[src/aria_pkg.sv]
// ARIA cipher core package: substitution tables, diffusion layer and shared types.
// Used by aria_dp, aria_ctrl and aria_block_cipher_modes_core.
`timescale 1ns / 1ps
`default_nettype none

package aria_pkg;

    localparam int BlkW = 128;
    localparam int RkDepth = 17;

    localparam logic [2:0] MODE_ECB_ENC = 3'd0;
    localparam logic [2:0] MODE_ECB_DEC = 3'd1;
    localparam logic [2:0] MODE_CBC_ENC = 3'd2;
    localparam logic [2:0] MODE_CBC_DEC = 3'd3;
    localparam logic [2:0] MODE_CTR     = 3'd4;

    localparam logic [3:0] REG_KEY0     = 4'd0;
    localparam logic [3:0] REG_KEY1     = 4'd1;
    localparam logic [3:0] REG_KEY2     = 4'd2;
    localparam logic [3:0] REG_KEY3     = 4'd3;
    localparam logic [3:0] REG_KEY_SIZE = 4'd4;
    localparam logic [3:0] REG_MODE     = 4'd5;
    localparam logic [3:0] REG_IV_HIGH  = 4'd6;
    localparam logic [3:0] REG_IV_LOW   = 4'd7;

    typedef enum logic [2:0] {
        OP_IDLE,
        OP_ACCEPT,
        OP_KS1,
        OP_KS2,
        OP_KS3,
        OP_KWR,
        OP_ROUND,
        OP_FINAL
    } dp_op_t;

    typedef struct packed {
        dp_op_t     op;
        logic [4:0] idx;     // round key index: read in rounds, write in key sweep
        logic [4:0] ek_idx;  // expanded key selected in key sweep
        logic       diff;    // diffuse the key before storing it
        logic       first;   // first round: take the block from the input mux
        logic       kind;    // substitution layer kind
        logic       mix;     // apply diffusion after substitution
    } dp_cmd_t;

    typedef struct packed {
        logic [1:0] key_size;
        logic [2:0] mode;
    } dp_status_t;

    // Tables stored entry 0 in the top byte.
    localparam logic [2047:0] SBOX_A_TBL = {
        128'h637c777bf26b6fc53001672bfed7ab76, 128'hca82c97dfa5947f0add4a2af9ca472c0,
        128'hb7fd9326363ff7cc34a5e5f171d83115, 128'h04c723c31896059a071280e2eb27b275,
        128'h09832c1a1b6e5aa0523bd6b329e32f84, 128'h53d100ed20fcb15b6acbbe394a4c58cf,
        128'hd0efaafb434d338545f9027f503c9fa8, 128'h51a3408f929d38f5bcb6da2110fff3d2,
        128'hcd0c13ec5f974417c4a77e3d645d1973, 128'h60814fdc222a908846eeb814de5e0bdb,
        128'he0323a0a4906245cc2d3ac629195e479, 128'he7c8376d8dd54ea96c56f4ea657aae08,
        128'hba78252e1ca6b4c6e8dd741f4bbd8b8a, 128'h703eb5664803f60e613557b986c11d9e,
        128'he1f8981169d98e949b1e87e9ce5528df, 128'h8ca1890dbfe6426841992d0fb054bb16};

    localparam logic [2047:0] SBOX_B_TBL = {
        128'he24e54fc94c24acc620d6a463c4d8bd1, 128'h5efa64cbb497be2bbc772e03d31959c1,
        128'h1d06416b55f09969ea9c18ae63dfe7bb, 128'h007366fb964c85e43a0945aa0fee10eb,
        128'h2d7ff429accfad918d78c895f92fcecd, 128'h087a88385c832a2847dbb8c793a41253,
        128'hff870e3136215848018e377432cae9b1, 128'hb7ab0cd7c4564226079860d9b6b91140,
        128'hec208cbda0c984044923f14f501f13dc, 128'hd8c09e57e3c37b653b028f3ee82592e5,
        128'h15ddfd17a9bfd49a7ec53967fe769d43, 128'ha7e1d0f568f21b347005a38ad57986a8,
        128'h30c6514b1ea627f635d26e2416825fda, 128'he675a2ef2cb21c9f5d6f800a72449b6c,
        128'h900b5b337d5a52f361a1f7b0d63f7c6d, 128'hed14e0a53d22b3f889de711aafbab581};

    function automatic logic [2047:0] invert_tbl(input logic [2047:0] tbl);
        logic [2047:0] r;
        logic [7:0] e;
        r = '0;
        for (int i = 0; i < 256; i++)
        begin
            e = tbl[2047 - 8 * i -: 8];
            r[2047 - 8 * int'(e) -: 8] = 8'(i);
        end
        return r;
    endfunction

    localparam logic [2047:0] INV_A_TBL = invert_tbl(SBOX_A_TBL);
    localparam logic [2047:0] INV_B_TBL = invert_tbl(SBOX_B_TBL);

    function automatic logic [7:0] lut(input logic [2047:0] tbl, input logic [7:0] x);
        return tbl[2047 - 8 * int'(x) -: 8];
    endfunction

    function automatic logic [127:0] diffuse(input logic [127:0] v);
        logic [7:0] x [16];
        logic [7:0] y [16];
        logic [127:0] r;
        for (int i = 0; i < 16; i++)
        begin
            x[i] = v[127 - 8 * i -: 8];
        end
        y[0]  = x[3] ^ x[4] ^ x[6] ^ x[8] ^ x[9] ^ x[13] ^ x[14];
        y[1]  = x[2] ^ x[5] ^ x[7] ^ x[8] ^ x[9] ^ x[12] ^ x[15];
        y[2]  = x[1] ^ x[4] ^ x[6] ^ x[10] ^ x[11] ^ x[12] ^ x[15];
        y[3]  = x[0] ^ x[5] ^ x[7] ^ x[10] ^ x[11] ^ x[13] ^ x[14];
        y[4]  = x[0] ^ x[2] ^ x[5] ^ x[8] ^ x[11] ^ x[14] ^ x[15];
        y[5]  = x[1] ^ x[3] ^ x[4] ^ x[9] ^ x[10] ^ x[14] ^ x[15];
        y[6]  = x[0] ^ x[2] ^ x[7] ^ x[9] ^ x[10] ^ x[12] ^ x[13];
        y[7]  = x[1] ^ x[3] ^ x[6] ^ x[8] ^ x[11] ^ x[12] ^ x[13];
        y[8]  = x[0] ^ x[1] ^ x[4] ^ x[7] ^ x[10] ^ x[13] ^ x[15];
        y[9]  = x[0] ^ x[1] ^ x[5] ^ x[6] ^ x[11] ^ x[12] ^ x[14];
        y[10] = x[2] ^ x[3] ^ x[5] ^ x[6] ^ x[8] ^ x[13] ^ x[15];
        y[11] = x[2] ^ x[3] ^ x[4] ^ x[7] ^ x[9] ^ x[12] ^ x[14];
        y[12] = x[1] ^ x[2] ^ x[6] ^ x[7] ^ x[9] ^ x[11] ^ x[12];
        y[13] = x[0] ^ x[3] ^ x[6] ^ x[7] ^ x[8] ^ x[10] ^ x[13];
        y[14] = x[0] ^ x[3] ^ x[4] ^ x[5] ^ x[9] ^ x[11] ^ x[14];
        y[15] = x[1] ^ x[2] ^ x[4] ^ x[5] ^ x[8] ^ x[10] ^ x[15];
        for (int i = 0; i < 16; i++)
        begin
            r[127 - 8 * i -: 8] = y[i];
        end
        return r;
    endfunction

    // Kind 0: SB1, SB2, inverse SB1, inverse SB2 per lane; kind 1 swaps the pairs.
    function automatic logic [127:0] sub_layer(input logic [127:0] v, input logic kind,
                                               input logic mix);
        logic [127:0] t;
        logic [1:0] sel;
        logic [7:0] b;
        for (int i = 0; i < 16; i++)
        begin
            sel = 2'(i) + {kind, 1'b0};
            b = v[127 - 8 * i -: 8];
            unique case (sel)
                2'd0:    t[127 - 8 * i -: 8] = lut(SBOX_A_TBL, b);
                2'd1:    t[127 - 8 * i -: 8] = lut(SBOX_B_TBL, b);
                2'd2:    t[127 - 8 * i -: 8] = lut(INV_A_TBL, b);
                default: t[127 - 8 * i -: 8] = lut(INV_B_TBL, b);
            endcase
        end
        return mix ? diffuse(t) : t;
    endfunction

    function automatic logic [127:0] ror128(input logic [127:0] v, input int n);
        return (v >> n) | (v << (128 - n));
    endfunction

    function automatic logic [127:0] sched_const(input logic [2:0] s);
        logic [127:0] c;
        unique case (s)
            3'd0, 3'd3: c = 128'h517cc1b727220a94fe13abe8fa9a6ee0;
            3'd1, 3'd4: c = 128'h6db14acc9e21c820ff28b1d5ef5de2b0;
            default:    c = 128'hdb92371d2126e9700324977504e8c90e;
        endcase
        return c;
    endfunction

endpackage

`default_nettype wire

[src/aria_ctrl.sv]
// ARIA controller: sequences key derivation, key store sweep, rounds and result handoff.
// Depends on aria_pkg; commands aria_dp.
`timescale 1ns / 1ps
`default_nettype none

module aria_ctrl
    import aria_pkg::*;
(
    input  wire logic       clk,
    input  wire logic       rst_n,
    input  wire logic       in_valid,
    input  wire logic       in_start,
    output logic            in_ready,
    output logic            out_valid,
    input  wire logic       out_ready,
    input  wire dp_status_t status,
    output dp_cmd_t         cmd
);

    typedef enum logic [2:0] {
        ST_IDLE,
        ST_KS1,
        ST_KS2,
        ST_KS3,
        ST_KWR,
        ST_ROUND,
        ST_FINAL
    } state_t;

    state_t     state_reg;
    logic [4:0] rc_reg;      // latched round count: 12, 14 or 16
    logic [4:0] cnt_reg;     // round or key sweep index
    logic       enc_reg;
    logic       out_valid_reg;

    logic       accept, last, load_out;
    logic [1:0] sz;
    logic [4:0] rc_new;

    assign in_ready = (state_reg == ST_IDLE);
    assign out_valid = out_valid_reg;
    assign accept = in_valid && in_ready;
    assign last = (cnt_reg == rc_reg - 5'd1);
    assign load_out = (state_reg == ST_FINAL) && (!out_valid_reg || out_ready);
    assign sz = (status.key_size == 2'd3) ? 2'd2 : status.key_size;
    assign rc_new = 5'd12 + {2'd0, sz, 1'b0};

    always_comb
    begin
        cmd = '0;
        cmd.op = OP_IDLE;
        unique case (state_reg)
            ST_IDLE:  cmd.op = accept ? OP_ACCEPT : OP_IDLE;
            ST_KS1:   cmd.op = OP_KS1;
            ST_KS2:   cmd.op = OP_KS2;
            ST_KS3:   cmd.op = OP_KS3;
            ST_KWR:
            begin
                cmd.op = OP_KWR;
                cmd.idx = cnt_reg;
                if (enc_reg)
                    cmd.ek_idx = cnt_reg;
                else if (cnt_reg == 5'd0)
                    cmd.ek_idx = rc_reg;
                else if (cnt_reg == rc_reg)
                    cmd.ek_idx = 5'd0;
                else
                    cmd.ek_idx = rc_reg - cnt_reg;
                cmd.diff = !enc_reg && (cnt_reg != 5'd0) && (cnt_reg != rc_reg);
            end
            ST_ROUND:
            begin
                cmd.op = OP_ROUND;
                cmd.idx = cnt_reg;
                cmd.first = (cnt_reg == 5'd0);
                cmd.kind = last ? 1'b1 : cnt_reg[0];
                cmd.mix = !last;
            end
            ST_FINAL:
            begin
                cmd.op = load_out ? OP_FINAL : OP_IDLE;
                cmd.idx = rc_reg;
            end
            default: ;
        endcase
    end

    always_ff @(posedge clk or negedge rst_n)
    begin
        if (!rst_n)
        begin
            state_reg <= ST_IDLE;
            rc_reg <= 5'd12;
            cnt_reg <= '0;
            enc_reg <= 1'b1;
            out_valid_reg <= 1'b0;
        end
        else
        begin
            if (load_out)
                out_valid_reg <= 1'b1;
            else if (out_valid_reg && out_ready)
                out_valid_reg <= 1'b0;
            unique case (state_reg)
                ST_IDLE:
                begin
                    cnt_reg <= '0;
                    if (accept)
                    begin
                        if (in_start)
                        begin
                            rc_reg <= rc_new;
                            enc_reg <= !(status.mode == MODE_ECB_DEC ||
                                         status.mode == MODE_CBC_DEC);
                            state_reg <= ST_KS1;
                        end
                        else
                            state_reg <= ST_ROUND;
                    end
                end
                ST_KS1: state_reg <= ST_KS2;
                ST_KS2: state_reg <= ST_KS3;
                ST_KS3: state_reg <= ST_KWR;
                ST_KWR:
                begin
                    // advance the store sweep, then start the rounds
                    if (cnt_reg == rc_reg)
                    begin
                        cnt_reg <= '0;
                        state_reg <= ST_ROUND;
                    end
                    else
                        cnt_reg <= cnt_reg + 5'd1;
                end
                ST_ROUND:
                begin
                    if (last)
                        state_reg <= ST_FINAL;
                    else
                        cnt_reg <= cnt_reg + 5'd1;
                end
                ST_FINAL:
                begin
                    // hold the result until the output register frees up
                    if (load_out)
                        state_reg <= ST_IDLE;
                end
                default: state_reg <= ST_IDLE;
            endcase
        end
    end

    a_rc_legal: assert property (@(posedge clk) disable iff (!rst_n)
        rc_reg == 5'd12 || rc_reg == 5'd14 || rc_reg == 5'd16)
        else $error("round count out of range");

    a_round_bound: assert property (@(posedge clk) disable iff (!rst_n)
        state_reg == ST_ROUND |-> cnt_reg < rc_reg)
        else $error("round index past last round");

    a_sweep_bound: assert property (@(posedge clk) disable iff (!rst_n)
        state_reg == ST_KWR |-> cnt_reg <= rc_reg)
        else $error("key store index past last key");

    a_out_source: assert property (@(posedge clk) disable iff (!rst_n)
        $rose(out_valid_reg) |-> $past(state_reg == ST_FINAL))
        else $error("result raised outside final step");

endmodule

`default_nettype wire
[config.mk]
export PLATFORM = sky130hd
export DESIGN_NAME = aria_ctrl
export DESIGN_NICKNAME = d
export VERILOG_FILES = /design/src/aria_pkg.sv /design/src/aria_ctrl.sv
export SDC_FILE = /design/constraint.sdc
export NUM_CORES = 1
export LEC_CHECK = 0
export BUFFER_PORTS_ARGS = -buffer_cell sky130_fd_sc_hd__clkbuf_2
export CAP_MARGIN = 20
export CORE_MARGIN = 2
export CORE_UTILIZATION = 38
export DETAILED_ROUTE_END_ITERATION = 16
export PLACE_DENSITY_LB_ADDON = 0.1
export SLEW_MARGIN = 20
export SYNTH_ARGS = -nofsm -noshare
export SYNTH_HDL_FRONTEND = slang
export SYNTH_SLANG_ARGS = --single-unit
export TNS_END_PERCENT = 5
[constraint.sdc]
create_clock -name clk -period 1.9 [get_ports clk]
set_input_delay 0.38 -clock clk [delete_from_list [all_inputs] [get_ports clk]]
set_output_delay 0.38 -clock clk [all_outputs]
set_load 0.03 [all_outputs]
# --- Word level (Yosys, flattened, before mapping) ---
# Cells that the tools add are included.
totals:
  out_inout_bits: 19
  register_bits: 15
op_classes:
  addsub: 4
  n_eq_ne: 17
  mux: 22
  n_reduce_logical: 20
op_table:
  columns: ["op", "count"]
  rows:
  - ["one-hot mux 3 bit (7 select lines)", 2]
  - ["two-way mux 5 bit", 5]
  - ["two-way mux 3 bit", 7]
  - ["one-hot mux 5 bit (3 select lines)", 1]
  - ["== test 5 bit", 2]
  - ["one-hot mux 5 bit (2 select lines)", 1]
  - ["== test 3 x 2 -> 1 bit (second input constant)", 3]
  - ["== test 3 bit (second input constant)", 3]
  - ["!= test 2 bit (second input constant)", 4]
  - ["== test 3 x 1 -> 1 bit (second input constant)", 2]
  - ["two-way mux 6 bit", 1]
  - ["adder 4 x 3 -> 5 bit (first input constant)", 1]
  - ["adder 5 x 1 -> 5 bit (second input constant)", 1]
  - ["logical AND 1 bit", 5]
  - ["logical NOT 5 bit", 1]
  - ["!= test 5 bit", 1]
  - ["nonzero test 5 bit", 1]
  - ["subtractor 5 x 1 -> 5 bit (second input constant)", 1]
  - ["subtractor 5 bit", 1]
  - ["logical NOT 1 bit", 4]
  - ["two-way mux 1 bit", 4]
  - ["AND reduction 4 bit", 1]
  - ["logical NOT 3 bit", 1]
  - ["AND reduction 3 bit", 1]
  - ["other kinds (8)", 9]

# --- Depth between registers and ports, before layout ---
logic_depth:
  ltp_word: 5
  depth_mapped: 9

# --- Worst setup path after synthesis ---
# No wires, ideal clock.
synth_path:
  path_kind: "flip-flop to output port"
  startpoint: "reg cnt_reg[0]"
  endpoint: "out cmd[6] (netlist name)"
  path_stages_with_launch: 6
  path_slack_ns: -0.793
  t_arrival_ns: 2.313
  path_cell_list: "dfrtp_1 > inv_1 > ha_1 > nor4b_1 > a21oi_1 > a221oi_1"
synth_rtl:
  columns: ["item", "line_no", "text"]
  rows:
  - ["from (decl)", "aria_ctrl.sv:32", "logic [4:0] cnt_reg;"]
  - ["from (signal assigned)", "aria_ctrl.sv:133", "cnt_reg <= cnt_reg + 5'd1;"]
  - ["from (signal assigned)", "aria_ctrl.sv:140", "cnt_reg <= cnt_reg + 5'd1;"]
  - ["to (decl)", "aria_ctrl.sv:17", "output dp_cmd_t cmd"]

==> results by group <==
STA
  • Rel. slew slack: 0.757
  • Tcrit/Tclk final: 1.28
  • Unrepaired setup endpoints after global routing: true
  • Hold WS: approximately 0.22 ns
  • Final setup violation count: 15
  • FMAX: 0.411 GHz
  • Final hold violations: 0
  • Final Critical Period: about 2.4 ns
  • Slew Viols, Final: 0
  • Setup WS post-layout: -0.530 ns
  • Worst Tran Pin Value: between 0.3 and 0.4 ns
  • Clk_skew: approximately 0.013 ns

Global route
  • GRT met3 Usage: 0.0256
  • Pin count of the biggest net entering global routing: 21
  • GR Layer Usage met2: 0.409
  • Vias in the first global route: between 1000 and 1500
  • First-pass GRT wire length: approximately 6300 um
  • Antenna violations before repair: 0
  • Grt peak-use layer: met2
  • GRT Residual Overflow: 0
  • Met1 capacity usage during global routing: 0.289
  • Gr usage total: 0.230

Power
  • Part of the power in registers: 0.154
  • Sw Share: 0.486
  • Logic pwr share: 0.793
  • Leakage: 0.918 nW
  • VDD IR max: ~0.0009 V
  • Power share of the clock group: 0.053
  • Internal power: 1.81 mW
  • Pwr per Cell Area: 1700 nW/um^2
  • Sw Pwr: 1.71 mW

Place
  • Dpl hpwl: roughly 2900 um
  • Final Wtd Congestion: ~0.82
  • Pre-CTS setup slack: -0.300 ns
  • Port-buffer cells: 27
  • Total placed cells including tap cells: 257
  • Cell area after placement: 1810 um^2

Floorplan
  • Io pins: 29
  • FP Rows: 20
  • Chip height: roughly 60 um
  • Horiz. Die Dim: ~61 um
  • Initial Utilization: 0.400
  • Die ar.: between 3000 and 4000 um^2
  • Core footprint: a little over 3000 um^2

Logic synthesis
  • Count leader, synth: nor2_1
  • Synth cell count leaders: nor2_1 (17), nand2_1 (13), inv_1 (12)
  • EDFF count, synth: 0
  • Yosys top cell area share: 0.224
  • Post-synthesis sequential area ratio: 0.266
  • Cells after Synth: approximately 160
  • Syn_area_per_cell: 7.79 um^2
  • Largest cells by area after synthesis: dfrtp_1 (22%), ha_1 (9.1%), nor2_1 (5.2%), a21oi_1 (4.5%), o21ai_0 (4.5%)
  • Ys Warns: 0
  • Mapped Area: between 1000 and 1500 um^2
  • Area leader, netlist: dfrtp_1
  • Cell variety after synth: 42
  • Async SR Flop Fraction: 1.00
  • Syn nets: ~180
  • Post-synth top flop: dfrtp_1
  • Synthesis-stage register bit count: 13

Worst setup path
  • Worst setup path class: register to output port
  • Required @ worst endpoint: between 1.5 and 2 ns
  • Crit path launch: cnt_reg[1]
  • Critical path fanouts, max: 2
  • R2r startpoint: rc_reg[3]
  • WP data arrival: approximately 2.1 ns
  • Endpoint class of the critical path: output port
  • FF-to-FF setup slack: -0.15 ns
  • CP startpoint kind: register

Drt
  • Drt drc: 0
  • DRT Pass-1 Iters: 4
  • Via count: 1343
  • Routed len/inst: between 10 and 15 um
  • Post-DR vias/cell: 5.09
  • Final wirelength: 3740 um
  • Iteration-0 DRC Markers: 25
  • Final ANT Viol Nets: 0

Clocking
  • Clock sink count: 13
  • CTS H-tree lvls: 1
  • Clock slew at reported path FFs: 0.11 ns
  • CTS tree: yes
  • TritonCTS buffer count: 3
  • Worst skew pair latency: 0.29 ns
  • Root Driver: clkbuf_4
  • Clk buf depth: 2

Worst hold path
  • HP Class: primary input to register
  • Min-delay src: status[0]

Layout
  • Final Instance Area: a little over 2000 um^2
  • Antenna cells: 0
  • Max reg flops: 5
  • Final #Nets: roughly 240
  • Layout area overhead: 67.9%
  • FF/Latch Area: ~330 um^2
  • Multi-input combinational cell area: about 1000 um^2
  • Layout cells sized above 1: 0.545
  • Fillers: about 280
  • Final Non-Filler Cells: ~260

Flow run
  • Max Cap Violations: 0

Outcome
  • Status: finished with violations
  • Failing checks: setup timing
## per-stage QoR
step	total power [mW]	setup TNS, ns	utilization
2_1_floorplan	2.12	-1.51	-
3_3_place_gp	2.91	-1.76	0.589
3_5_place_dp	2.98	-2.09	0.589
4_1_cts	3.42	-4.23	0.660
5_1_grt	3.79	-5.67	0.672
6_report	3.52	-4.15	0.672
## area by class of cell
class,count,share of cell area
clock buffer,3,0.0109
clock inverter,1,0.00242
inverter,12,0.0230
tap,44,0.0266
sequential,13,0.161
timing repair buffer,69,0.275
multi-input combinational,122,0.501
## worst max-delay path: stages, from the launching register on
cell and delay [ns]:
dfrtp_1 0.39, buf_4 0.15, fa_2 0.37, nand2b_4 0.17, a21oi_4 0.13, xnor2_1 0.10, nor4_1 0.17, nand3b_1 0.15
clkbuf_8 0.16
## kinds of logic after synthesis
logic type / Yosys count / share of synthesized area
adders and majority gates: 10 / 0.108
muxes: 3 / 0.0254
buffers and inverters: 23 / 0.0772
xor gates and xnor gates: 7 / 0.0610
DFF: 13 / 0.266
and+or+nand+nor: 66 / 0.285
AOI/OAI and AO/OA: 36 / 0.178
## layer usage
layer | up-vias | share of wire
met4 | 0 | 0.0099
met2 | 19 | 0.53
met1 | 643 | 0.44
met3 | 4 | 0.025
met5 | - | 0
li1 | 677 | -
## path summary, 6_finish.rpt
path,to,depth (start not counted)
max in group asynchronous,enc_reg,2
hold reg to reg,cnt_reg[0],2
min in group asynchronous,out_valid,2
hold / removal,enc_reg,2
setup / recovery,cmd[8],8
setup reg to reg,cnt_reg[3],7
## layout by cell type, fill, tap and decap left out, types with 5 or more instances in the layout
cell,count
buf_4,38
clkbuf_2,12
clkbuf_4,5
clkbuf_8,9
dfrtp_1,7
inv_1,6
inv_2,5
nand2_1,13
nor2_1,13
o21ai_0,9
## power groups by stage
| stage | clock, mW | combinational (mW) | sequential [mW] |
|---|---|---|---|
| 2_1_floorplan | 0 | 1.59 | 0.530 |
| 3_3_place_gp | 0 | 2.38 | 0.526 |
| 3_5_place_dp | 0 | 2.44 | 0.536 |
| 4_1_cts | 0.189 | 2.69 | 0.537 |
| 5_1_grt | 0.204 | 3.03 | 0.557 |
| 6_report | 0.188 | 2.79 | 0.541 |
## timing repair
item,in CTS,in global routing
pin swaps,11,2
endpoints found under the setup margin,20,21
buffers inserted,2,0
endpoints found under the hold margin,6,0
resized for setup,37,12
hold buffers,1,0
No activity file was read; power rests on OpenSTA's default activity.
